**config.mk**
```make
export PLATFORM = sky130hd
export DESIGN_NAME = page_margin_bounding_box_top
export DESIGN_NICKNAME = d
export VERILOG_FILES = /design/src/hw/rtl/pmbb_pkg.sv /design/src/hw/rtl/page_margin_bounding_box_top.sv /design/src/hw/rtl/pmbb_track.sv /design/src/hw/rtl/pmbb_scale.sv
export VERILOG_INCLUDE_DIRS = /design/src /design/src/hw/rtl
export SDC_FILE = /design/constraint.sdc
export NUM_CORES = 2
export LEC_CHECK = 0
export ABC_AREA = 0
export BUFFER_PORTS_ARGS = -buffer_cell sky130_fd_sc_hd__buf_2
export CAP_MARGIN = 0
export CELL_PAD_IN_SITES_DETAIL_PLACEMENT = 1
export CELL_PAD_IN_SITES_GLOBAL_PLACEMENT = 1
export CORE_MARGIN = 1
export CORE_UTILIZATION = 28
export DETAILED_ROUTE_END_ITERATION = 8
export MAX_ROUTING_LAYER = met4
export PLACE_DENSITY_LB_ADDON = 0.1
export SLEW_MARGIN = 20
export SYNTH_ARGS = -nofsm -noshare
export SYNTH_HDL_FRONTEND = slang
export SYNTH_SLANG_ARGS = --single-unit
```
**constraint.sdc**
```tcl
create_clock -name clock -period 16.44 [get_ports clock]
set_clock_uncertainty 0.1 [all_clocks]
set_input_delay 3.288 -clock clock [delete_from_list [all_inputs] [get_ports clock]]
set_output_delay 3.288 -clock clock [all_outputs]
set_load 0.01 [all_outputs]
```
**src/hw/rtl/page_margin_bounding_box_top_macros.svh**
```systemverilog
// ---------------------------------------------------------------------------
// Page margin bounding box assertion macros
// Concurrent assertion shorthands on clock and reset for the margin block.
// ---------------------------------------------------------------------------
`ifndef PAGE_MARGIN_BOUNDING_BOX_TOP_MACROS_SVH
`define PAGE_MARGIN_BOUNDING_BOX_TOP_MACROS_SVH

// antecedent implies consequent in the same cycle
`define PMBB_ASSERT_SAME(lbl, ante, cons) \
   lbl: assert property (@(posedge clock) disable iff (reset) (ante) |-> (cons)) \
      else $error("pmbb assertion failed");

// antecedent implies consequent in the next cycle
`define PMBB_ASSERT_NEXT(lbl, ante, cons) \
   lbl: assert property (@(posedge clock) disable iff (reset) (ante) |=> (cons)) \
      else $error("pmbb assertion failed");

`endif

```
**src/hw/rtl/pmbb_pkg.sv**
```systemverilog
// ---------------------------------------------------------------------------
// Page margin bounding box package
// Shared field widths, register indexes, reset values and bundle types.
// ---------------------------------------------------------------------------
`timescale 1ns / 1ps
`default_nettype none

package pmbb_pkg;

   localparam int CHAN_W  = 8;
   localparam int DIM_W   = 14;
   localparam int THR_W   = 8;
   localparam int SCALE_W = 24;
   localparam int OUT_W   = 38;
   localparam int CSR_W   = 24;
   localparam int IDX_W   = 2;

   localparam logic [DIM_W-1:0]   WIDTH_RST  = 14'd2480;
   localparam logic [DIM_W-1:0]   HEIGHT_RST = 14'd3508;
   localparam logic [THR_W-1:0]   THR_RST    = 8'd254;
   localparam logic [SCALE_W-1:0] SCALE_RST  = 24'd5549;

   typedef enum logic [IDX_W-1:0] {
      CSR_IMAGE_WIDTH  = 2'd0,
      CSR_IMAGE_HEIGHT = 2'd1,
      CSR_INK_THRESH   = 2'd2,
      CSR_MM_PER_PIXEL = 2'd3
   } csr_index_type;

   typedef struct packed {
      logic [DIM_W-1:0]   image_width;
      logic [DIM_W-1:0]   image_height;
      logic [THR_W-1:0]   ink_threshold;
      logic [SCALE_W-1:0] mm_per_pixel_q16;
   } cfg_type;

   typedef struct packed {
      logic [CHAN_W-1:0] chan_c;
      logic [CHAN_W-1:0] chan_b;
      logic [CHAN_W-1:0] chan_a;
   } pixel_type;

   typedef struct packed {
      logic take;
      logic frame_end;
   } track_stat_type;

endpackage

`default_nettype wire

```
**src/hw/rtl/page_margin_bounding_box_top.sv**
```systemverilog
// One pixel word is taken every cycle, but for the stall below; the block counts column and row
// against the configured page size and emits one result word, the four margins in
// millimetres (Q22.16), after the last pixel of each page. That last pixel passes through
// an input register, the extent tracker's margin register and the scaler's output register
// before its result appears on rsp_tvalid; the margin multipliers are combinational. While a
// result waits on rsp_tready the following page's result is held in the tracker; only the last
// pixel of the page after that stalls, and the input with it. Configuration writes take effect
// at once and are meant for idle time.
`timescale 1ns / 1ps
`default_nettype none

`include "page_margin_bounding_box_top_macros.svh"

// ---------------------------------------------------------------------------
// Page margin bounding box top level
// Input register, configuration registers, extent tracker and margin scaler.
// ---------------------------------------------------------------------------
module page_margin_bounding_box_top #(
   parameter int MAX_DIM = 8192
) (
   input  wire logic                                  clock,
   input  wire logic                                  reset,
   // chan_a [7:0], chan_b [15:8], chan_c [23:16]
   input  wire logic [3*pmbb_pkg::CHAN_W-1:0]         req_tdata,
   input  wire logic                                  req_tvalid,
   output logic                                       req_tready,
   // left_mm [37:0], right_mm [75:38], top_mm [113:76], bottom_mm [151:114]
   output logic [4*pmbb_pkg::OUT_W-1:0]               rsp_tdata,
   output logic                                       rsp_tvalid,
   input  wire logic                                  rsp_tready,
   input  wire logic                                  csr_wr_en,
   input  wire logic [pmbb_pkg::IDX_W-1:0]            csr_index,
   input  wire logic [pmbb_pkg::CSR_W-1:0]            csr_wdata
);

   localparam int DW = $clog2(MAX_DIM+2);

   pmbb_pkg::cfg_type         cfg_ff, cfg_in;
   pmbb_pkg::pixel_type       pix_ff;
   logic                      pix_vld_ff, pix_vld_in;
   pmbb_pkg::track_stat_type  stat;
   logic                      mar_vld, out_free;
   logic [3:0][DW-1:0]        mar;
   logic                      req_acc;

   always_comb begin
      cfg_in = cfg_ff;
      if (csr_wr_en) begin
         unique case (pmbb_pkg::csr_index_type'(csr_index))
            pmbb_pkg::CSR_IMAGE_WIDTH: begin
               cfg_in.image_width = csr_wdata[pmbb_pkg::DIM_W-1:0];
            end
            pmbb_pkg::CSR_IMAGE_HEIGHT: begin
               cfg_in.image_height = csr_wdata[pmbb_pkg::DIM_W-1:0];
            end
            pmbb_pkg::CSR_INK_THRESH: begin
               cfg_in.ink_threshold = csr_wdata[pmbb_pkg::THR_W-1:0];
            end
            pmbb_pkg::CSR_MM_PER_PIXEL: begin
               cfg_in.mm_per_pixel_q16 = csr_wdata[pmbb_pkg::SCALE_W-1:0];
            end
            default: begin
               cfg_in = cfg_ff;
            end
         endcase
      end
      req_tready = !pix_vld_ff || stat.take;
      req_acc    = req_tvalid && req_tready;
      pix_vld_in = req_acc ? 1'b1 : (stat.take ? 1'b0 : pix_vld_ff);
   end

   always_ff @(posedge clock) begin
      if (reset) begin
         cfg_ff.image_width      <= pmbb_pkg::WIDTH_RST;
         cfg_ff.image_height     <= pmbb_pkg::HEIGHT_RST;
         cfg_ff.ink_threshold    <= pmbb_pkg::THR_RST;
         cfg_ff.mm_per_pixel_q16 <= pmbb_pkg::SCALE_RST;
         pix_vld_ff              <= 1'b0;
      end else begin
         cfg_ff     <= cfg_in;
         pix_vld_ff <= pix_vld_in;
      end
   end

   always_ff @(posedge clock) begin
      if (req_acc) begin
         pix_ff <= pmbb_pkg::pixel_type'(req_tdata);
      end
   end

   pmbb_track #(
      .MAX_DIM (MAX_DIM)
   ) u_track (
      .clock    (clock),
      .reset    (reset),
      .cfg      (cfg_ff),
      .pix_vld  (pix_vld_ff),
      .pix      (pix_ff),
      .out_free (out_free),
      .stat     (stat),
      .mar_vld  (mar_vld),
      .mar      (mar)
   );

   pmbb_scale #(
      .MAX_DIM (MAX_DIM)
   ) u_scale (
      .clock      (clock),
      .reset      (reset),
      .scale      (cfg_ff.mm_per_pixel_q16),
      .mar_vld    (mar_vld),
      .mar        (mar),
      .rsp_tready (rsp_tready),
      .out_free   (out_free),
      .rsp_tvalid (rsp_tvalid),
      .rsp_tdata  (rsp_tdata)
   );

   `PMBB_ASSERT_NEXT(a_frame_end_loads_margin, stat.take && stat.frame_end, mar_vld)
   `PMBB_ASSERT_NEXT(a_margin_held_on_stall, mar_vld && !out_free, mar_vld)
   `PMBB_ASSERT_SAME(a_result_from_margin, $rose(rsp_tvalid), $past(mar_vld))

endmodule

`default_nettype wire

```
**src/hw/rtl/pmbb_track.sv**
```systemverilog
// ---------------------------------------------------------------------------
// Page margin bounding box tracker
// Raster counters, ink extent registers and the margin-in-pixels register.
// ---------------------------------------------------------------------------
`timescale 1ns / 1ps
`default_nettype none

module pmbb_track #(
   parameter int MAX_DIM = 8192
) (
   input  wire logic                                  clock,
   input  wire logic                                  reset,
   input  wire pmbb_pkg::cfg_type                     cfg,
   input  wire logic                                  pix_vld,
   input  wire pmbb_pkg::pixel_type                   pix,
   input  wire logic                                  out_free,
   output pmbb_pkg::track_stat_type                   stat,
   output logic                                       mar_vld,
   output logic [3:0][$clog2(MAX_DIM+2)-1:0]          mar
);

   localparam int CW = $clog2(MAX_DIM);
   localparam int DW = $clog2(MAX_DIM+2);

   function automatic logic [DW-1:0] eff_dim(input logic [pmbb_pkg::DIM_W-1:0] v);
      logic [DW-1:0] r;
      if (v == '0) begin
         r = DW'(1);
      end else if (32'(v) > MAX_DIM) begin
         r = DW'(MAX_DIM);
      end else begin
         r = DW'(v);
      end
      return r;
   endfunction

   function automatic logic [CW-1:0] far_margin(input logic [CW-1:0] last,
                                                 input logic [CW-1:0] maxv);
      logic [CW-1:0] r;
      if (maxv >= last) begin
         r = '0;
      end else begin
         r = last - maxv;
      end
      return r;
   endfunction

   logic [CW-1:0]       col_ff, col_in, row_ff, row_in;
   logic [CW-1:0]       min_col_ff, min_col_in, max_col_ff, max_col_in;
   logic [CW-1:0]       min_row_ff, min_row_in, max_row_ff, max_row_in;
   logic                ink_seen_ff, ink_seen_in;
   logic                mar_vld_ff, mar_vld_in;
   logic [3:0][DW-1:0]  mar_ff, mar_in;

   logic [DW-1:0] eff_w, eff_h;
   logic [CW-1:0] last_col, last_row;
   logic [CW-1:0] min_col_nx, max_col_nx, min_row_nx, max_row_nx;
   logic          ink, any_ink, row_end, frame_end, s2_free, take;

   always_comb begin
      eff_w     = eff_dim(cfg.image_width);
      eff_h     = eff_dim(cfg.image_height);
      last_col  = CW'(eff_w - DW'(1));
      last_row  = CW'(eff_h - DW'(1));
      ink       = (pix.chan_a < cfg.ink_threshold) && (pix.chan_b < cfg.ink_threshold)
                  && (pix.chan_c < cfg.ink_threshold);
      any_ink   = ink_seen_ff | ink;
      row_end   = col_ff >= last_col;
      frame_end = row_end && (row_ff >= last_row);
      s2_free   = !mar_vld_ff || out_free;
      take      = pix_vld && (!frame_end || s2_free);

      min_col_nx = (ink && (col_ff < min_col_ff)) ? col_ff : min_col_ff;
      max_col_nx = (ink && (col_ff > max_col_ff)) ? col_ff : max_col_ff;
      min_row_nx = (ink && (row_ff < min_row_ff)) ? row_ff : min_row_ff;
      max_row_nx = (ink && (row_ff > max_row_ff)) ? row_ff : max_row_ff;

      if (any_ink) begin
         mar_in[0] = DW'(min_col_nx);
         mar_in[1] = DW'(far_margin(last_col, max_col_nx));
         mar_in[2] = DW'(min_row_nx);
         mar_in[3] = DW'(far_margin(last_row, max_row_nx));
      end else begin
         mar_in[0] = DW'(eff_w + DW'(1));
         mar_in[1] = DW'(eff_w + DW'(1));
         mar_in[2] = DW'(eff_h + DW'(1));
         mar_in[3] = DW'(eff_h + DW'(1));
      end

      col_in      = col_ff;
      row_in      = row_ff;
      min_col_in  = min_col_ff;
      max_col_in  = max_col_ff;
      min_row_in  = min_row_ff;
      max_row_in  = max_row_ff;
      ink_seen_in = ink_seen_ff;
      if (take) begin
         if (frame_end) begin
            col_in      = '0;
            row_in      = '0;
            min_col_in  = '1;
            max_col_in  = '0;
            min_row_in  = '1;
            max_row_in  = '0;
            ink_seen_in = 1'b0;
         end else begin
            min_col_in  = min_col_nx;
            max_col_in  = max_col_nx;
            min_row_in  = min_row_nx;
            max_row_in  = max_row_nx;
            ink_seen_in = any_ink;
            if (row_end) begin
               col_in = '0;
               row_in = row_ff + CW'(1);
            end else begin
               col_in = col_ff + CW'(1);
            end
         end
      end

      mar_vld_in = s2_free ? (take && frame_end) : mar_vld_ff;
   end

   always_ff @(posedge clock) begin
      if (reset) begin
         col_ff      <= '0;
         row_ff      <= '0;
         min_col_ff  <= '1;
         max_col_ff  <= '0;
         min_row_ff  <= '1;
         max_row_ff  <= '0;
         ink_seen_ff <= 1'b0;
         mar_vld_ff  <= 1'b0;
      end else begin
         col_ff      <= col_in;
         row_ff      <= row_in;
         min_col_ff  <= min_col_in;
         max_col_ff  <= max_col_in;
         min_row_ff  <= min_row_in;
         max_row_ff  <= max_row_in;
         ink_seen_ff <= ink_seen_in;
         mar_vld_ff  <= mar_vld_in;
      end
   end

   always_ff @(posedge clock) begin
      if (s2_free && take && frame_end) begin
         mar_ff <= mar_in;
      end
   end

   assign stat.take      = take;
   assign stat.frame_end = frame_end;
   assign mar_vld        = mar_vld_ff;
   assign mar            = mar_ff;

endmodule

`default_nettype wire

```
**src/hw/rtl/pmbb_scale.sv**
```systemverilog
// ---------------------------------------------------------------------------
// Page margin bounding box scaler
// Multiply the four pixel margins by the Q8.16 scale into the result word.
// ---------------------------------------------------------------------------
`timescale 1ns / 1ps
`default_nettype none

module pmbb_scale #(
   parameter int MAX_DIM = 8192
) (
   input  wire logic                                  clock,
   input  wire logic                                  reset,
   input  wire logic [pmbb_pkg::SCALE_W-1:0]          scale,
   input  wire logic                                  mar_vld,
   input  wire logic [3:0][$clog2(MAX_DIM+2)-1:0]     mar,
   input  wire logic                                  rsp_tready,
   output logic                                       out_free,
   output logic                                       rsp_tvalid,
   output logic [4*pmbb_pkg::OUT_W-1:0]               rsp_tdata
);

   localparam int DW  = $clog2(MAX_DIM+2);
   localparam int PW  = DW + pmbb_pkg::SCALE_W;
   localparam int PWX = (PW > pmbb_pkg::OUT_W) ? PW : pmbb_pkg::OUT_W;

   logic                                  out_vld_ff, out_vld_in;
   logic [3:0][pmbb_pkg::OUT_W-1:0]       data_ff, data_in;
   logic [3:0][PWX-1:0]                   prod;

   always_comb begin
      for (int i = 0; i < 4; i++) begin
         prod[i]    = PWX'(mar[i]) * PWX'(scale);
         data_in[i] = prod[i][pmbb_pkg::OUT_W-1:0];
      end
      out_free   = !out_vld_ff || rsp_tready;
      out_vld_in = out_free ? mar_vld : out_vld_ff;
   end

   always_ff @(posedge clock) begin
      if (reset) begin
         out_vld_ff <= 1'b0;
      end else begin
         out_vld_ff <= out_vld_in;
      end
   end

   always_ff @(posedge clock) begin
      if (out_free && mar_vld) begin
         data_ff <= data_in;
      end
   end

   assign rsp_tvalid = out_vld_ff;
   assign rsp_tdata  = data_ff;

endmodule

`default_nettype wire

```
==> Word-level counts from Yosys, hierarchy flattened <==
Cells that the tools add are included.
{ "word_totals": {"reg_bits": 372, "inputBits": 55, "output_inout_bits": 154, "elab_cells": 109} }
{ "classes": {"addsub": 8, "multipliers": 4, "magnitude_cmp": 13, "n_eq_ne": 3, "muxes": 22, "bitwise_logic": 1, "reduce_logical": 31} }
{ "ops": {"columns": ["operator", "n"], "rows": [
  ["13-bit two-way mux", 14],
  ["14-bit by 24-bit multiplier with 38-bit output", 4],
  ["14-bit two-way mux", 4],
  ["55-bit two-way mux", 1],
  ["13-bit >= comparator", 4],
  ["14-bit by 1-bit adder with 14-bit output (second input constant)", 2],
  ["14-bit > comparator (second input constant)", 2],
  ["14-bit zero test", 2],
  ["13-bit by 1-bit adder with 13-bit output (second input constant)", 2],
  ["13-bit > comparator", 2],
  ["13-bit < comparator", 2],
  ["13-bit by 1-bit subtractor with 13-bit output (second input constant)", 2],
  ["13-bit subtractor", 2],
  ["8-bit < comparator", 3],
  ["1-bit logical AND", 13],
  ["2-bit AND reduction", 5],
  ["2-bit == test (second input constant)", 2],
  ["1-bit zero test", 4],
  ["1-bit logical OR", 4],
  ["2-bit nonzero test", 2],
  ["1-bit two-way mux", 3],
  ["2-bit by 1-bit == test with 1-bit output (second input constant)", 1],
  ["2-bit zero test", 1],
  ["1-bit OR", 1]
]} }

==> Logic depth before layout (Yosys ltp) <==
{ "depth": {"ltp_word": 12, "ltp_mapped": 25, "mapped_depth_nobuf": 23} }

==> Modules after synthesis <==
From an unflattened synthesis, not the netlist that was laid out.
{ "hier_totals": {"hier_cells": 6614, "area_unflattened_um2": 61068.6} }
{ "modules_own_cells": {"columns": ["module", "instances", "cells_per_inst", "area_per_inst_um2", "seq_area_each_um2"], "rows": [
  ["pmbb_scale", 1, 5132, 47496.8, 4584.4],
  ["pmbb_track", 1, 1215, 10378.7, 3223.1],
  ["page_margin_bounding_box_top", 1, 267, 3193.1, 1941.9]
]} }

==> Least setup slack after synthesis <==
Ideal clock, no wire load.
{ "synth_timing": {"path_kind": "input to register", "start": "in rsp_tready", "end": "reg u_scale.data_ff (netlist bit u_scale.rsp_tdata[0]) (enable)", "setup_time_ns": 0.684, "arrival_ns": 10.082, "required_time_ns": 15.656, "setup_slack_ns": 5.575, "cell_stages": 2, "n_path_buf": 0, "path_cell_list": "nor2b_1 -> nor2b_1"} }
{ "synth_between": {"elab_chain_len": 2} }
{ "synth_rtl": {"columns": ["item", "line_no", "source"], "rows": [
  ["start: declaration", "page_margin_bounding_box_top.sv:30", "input wire logic rsp_tready,"],
  ["1-bit logical OR", "pmbb_scale.sv:35", "out_free = !out_vld_ff || rsp_tready;"],
  ["1-bit logical AND", "pmbb_scale.sv:48", "if (out_free && mar_vld) begin"],
  ["end signal: assignment", "pmbb_scale.sv:49", "data_ff <= data_in;"],
  ["end: declaration", "pmbb_scale.sv:27", "logic [3:0][pmbb_pkg::OUT_W-1:0] data_ff, data_in;"]
]} }
No other way between the ends.
A chain may end at the register's enable or synchronous reset.

==> Worst setup path in the final report <==
{ "layout_timing": {"start": "reg cfg_ff[48] (netlist bit)", "end": "out req_tready"} }
{ "layout_between": {"elab_chain_len": 10, "word_cells_on_any_way": 11, "cone_classes": "add/sub: 1; order compare: 2; mux: 2; reduce/logical: 6"} }
{ "layout_rtl": {"columns": ["item", "line_no", "source"], "rows": [
  ["start: declaration", "page_margin_bounding_box_top.sv:38", "pmbb_pkg::cfg_type cfg_ff, cfg_in;"],
  ["start signal: assignment", "page_margin_bounding_box_top.sv:80", "cfg_ff <= cfg_in;"],
  ["14-bit > comparator", "pmbb_track.sv:29", "end else if (32'(v) > MAX_DIM) begin"],
  ["14-bit two-way mux", "pmbb_track.sv:29", null],
  ["14-bit two-way mux *", "pmbb_track.sv:27", "if (v == '0) begin"],
  ["13-bit by 1-bit subtractor with 13-bit output *", "pmbb_track.sv:63", "last_col = CW'(eff_w - DW'(1));"],
  ["13-bit >= comparator *", "pmbb_track.sv:68", "row_end = col_ff >= last_col;"],
  ["1-bit logical AND *", "pmbb_track.sv:69", "frame_end = row_end && (row_ff >= last_row);"],
  ["1-bit zero test *", "pmbb_track.sv:71", "take = pix_vld && (!frame_end || s2_free);"],
  ["1-bit logical OR *", "pmbb_track.sv:71", null],
  ["1-bit logical AND *", "pmbb_track.sv:71", null],
  ["1-bit logical OR *", "page_margin_bounding_box_top.sv:67", "req_tready = !pix_vld_ff || stat.take;"],
  ["end: declaration", "page_margin_bounding_box_top.sv:26", "output logic req_tready,"]
]} }
Every way passes the cells marked *; elsewhere a longest branch is shown, timed or not.

==> out/results.tsv <==
metric	value	unit
die area	0.2192	mm2
cells after synthesis	6660	
RSZ-0062 raised after global routing	false	
Routed Antenna Nets	0	
Unique masters post-synth	95	
Hold WS	363.8	ps
WHS Endpoint	cfg_ff[10]$_SDFFE_PP1P_	
Post-CTS Resized	0	
R2R Path Start	cfg_ff[18]$_SDFFE_PP0P_	
CTS tree	yes	
Initial DRC Count	1769	
Core Footprint	0.2153	mm2
postcts setup bufs	0	
most common flop cell mapped by yosys	edfxtp_1	
DIE WIDTH	468.2	um
Tot Pwr	6.632	mW
TritonCTS buffer count	55	
routed wire length per instance	20.28	um
DRT Pass-1 Iters	5	
most frequent cells in the layout	1,248 x inv_1, 1,046 x fa_1, 993 x nand2_1	
count of final max-slew check failures	0	
post-route minimum period	9152	ps
H-tree levels	2	
worst skew pair latency	760	ps
nets@finish	8297	
Vias per Instance	4.711	
f_max	109.3	MHz
P per Cell Area	99.28	mW/mm2
Crit Path Class	reg -> out	
P_leak	31.64	nW
DP Worst Slack	8021	ps
grt ovf	0	
Mapped Nets	8298	
Reg2Reg Depth	21	
Post-CTS Hold Fix Bufs	0	
Crit path arrival time	5760	ps
Reg clk slew, reported paths	80	ps
final worst slack	7288	ps
Initial Utilization	28.27	%
area grow syn2layout	9.761	%
total routed wirelength	193800	um
R2R Setup Slk	8290	ps
largest net degree at the start of global routing	72	
final hold vios	0	
clk buf depth	3	
antenna violations before repair	16	
I/O Buffers	208	
HPWL reported at the end of detailed placement	148600	um
Async SR Flop Fraction	0	%
Finish-stage setup viols	0	
Hold Path Class	reg -> reg	
Rows	170	
Post-synth EDFFs	230	
Sinks on Clock Net	372	
clock root cell	clkbuf_16	
vias	45020	
worst endpoint required time	13050	ps
Seq/Total Area, Yosys	16.02	%
Worst Path Max Fanout	9	
Routability Congestion	0.8140	
vias in the first global route	50510	
Synth Cell Area	0.06086	mm2
status	complete, no violations	
Final period util	55.67	%
Yosys warning count	0	
Peak VDD IR	0.00009288	V
CP endpoint kind	primary output	
IO Pins	209	
RR Endpoint	u_scale.rsp_tdata[113]$_DFFE_PP_	
share of cells above drive strength 1	6.904	%
#FFs+latches synth	372	
TNS Setup	0	ps
Worst slew margin	25.57	%
first-pass GRT wire length	304400	um
min-delay src	cfg_ff[10]$_SDFFE_PP1P_	
commonest non-fill, non-tap cell in the layout	inv_1	
max cap viols	0	
gr usage total	18.67	%
kind of start point of the critical path	flop	
hold path cells	2	
Slew @ Worst Pin	1116	ps
Post-route DRC	0	
height of the die	468.2	um
synthesized area per cell	9.138	um2
-- critical path: stages, from the launching register on --
cell and delay (ps):
dfxtp_1 380, or4_4 560, or3_4 360, nor4b_2 430
nor2_1 80, nor2_1 250, inv_1 140, ha_1 270
o21ai_0 210, nor3_1 90, o22ai_1 230, inv_1 80
ha_1 290, and4_1 220, nand2_1 70, o2111ai_1 290
a31oi_2 220, nor2_2 420, nand4_1 250, buf_2 220
-- logic make-up after synthesis --
logic type | count (synthesis) | synth area share [%]
simple gates | 2115 | 17.06
buf+inv | 1608 | 9.966
fa+ha+maj | 1583 | 45.45
compound gates | 740 | 7.905
flops | 372 | 16.02
xor+xnor | 186 | 2.677
mux | 56 | 0.9251
-- worst max-delay path by stage --
stage / startpoint / to / slack, ps / cells past startpoint
6_report: cfg_ff[48]$_SDFFE_PP0P_ / req_tready / 7290 / 19
2_1_floorplan: rsp_tready / u_scale.rsp_tdata[0]$_DFFE_PP_ / 5570 / 2
5_1_grt: cfg_ff[48]$_SDFFE_PP0P_ / req_tready / 6830 / 19
3_3_place_gp: cfg_ff[48]$_SDFFE_PP0P_ / req_tready / 8120 / 19
4_1_cts: cfg_ff[48]$_SDFFE_PP0P_ / req_tready / 7190 / 19
3_5_place_dp: cfg_ff[48]$_SDFFE_PP0P_ / req_tready / 8020 / 19
-- power by group --
part,total (mW),switching [mW],internal [mW]
Combinational,4.14,2.54,1.60
Sequential,1.22,0.0269,1.20
Clock,1.27,0.533,0.734
Total,6.63,3.10,3.53
-- routing by layer --
metal	GRT usage (%)	part of all wire (%)
met2	30.48	47
met5	-	0
met4	3.020	1.6
met3	2.077	3.1
met1	25.19	48
-- Yosys cell counts (30+ instances only) --
cell type	number	share of area, %
mux2i_1	54	0.89
nand4_1	43	0.44
edfxtp_1	230	11
nor2_1	128	0.79
o21ai_0	153	1.3
nor3_1	41	0.34
a21oi_1	235	1.9
nand2_1	993	6.1
inv_1	1248	7.7
dfxtp_1	142	4.7
nand3b_1	31	0.38
and2_1	571	5.9
clkbuf_1	339	2.1
nand3_1	116	0.95
ha_1	537	11
nor2b_1	36	0.37
a21o_1	108	1.3
or3_1	30	0.31
xor2_1	58	0.83
fa_1	1046	34
nand2b_1	35	0.36
xnor2_1	128	1.8
-- area by class of cell --
class	count	area, um2
antenna	12	30.03
tap	2838	3551
multi-input combinational	4680	45100
clock buffer	75	1534
inverter	1248	4684
clock inverter	29	321.6
sequential	372	9779
timing repair buffer	302	1804
fill	24870	148500
-- state kept, by name (all words and copies together), names as in the netlist --
signal / flops
u_track.min_row_ff: 13
u_track.col_ff: 13
u_track.mar_vld: 1
u_track.mar: 54
u_track.max_col_ff: 13
u_scale.rsp_tvalid: 1
u_scale.rsp_tdata: 152
u_track.min_col_ff: 13
cfg_ff: 60
pix_vld_ff: 1
u_track.max_row_ff: 13
u_track.ink_seen_ff: 1
pix_ff: 24
u_track.row_ff: 13
-- per-stage QoR --
step	instances	instance area (um2)	utilization, %
2_1_floorplan	6660	60860	-
5_1_grt	9552	66790	31.03
3_3_place_gp	9434	64810	30.11
6_report	9556	66800	31.03
4_1_cts	9539	66680	30.98
3_5_place_dp	9435	64820	30.11
(Power assumes the default switching activity.)
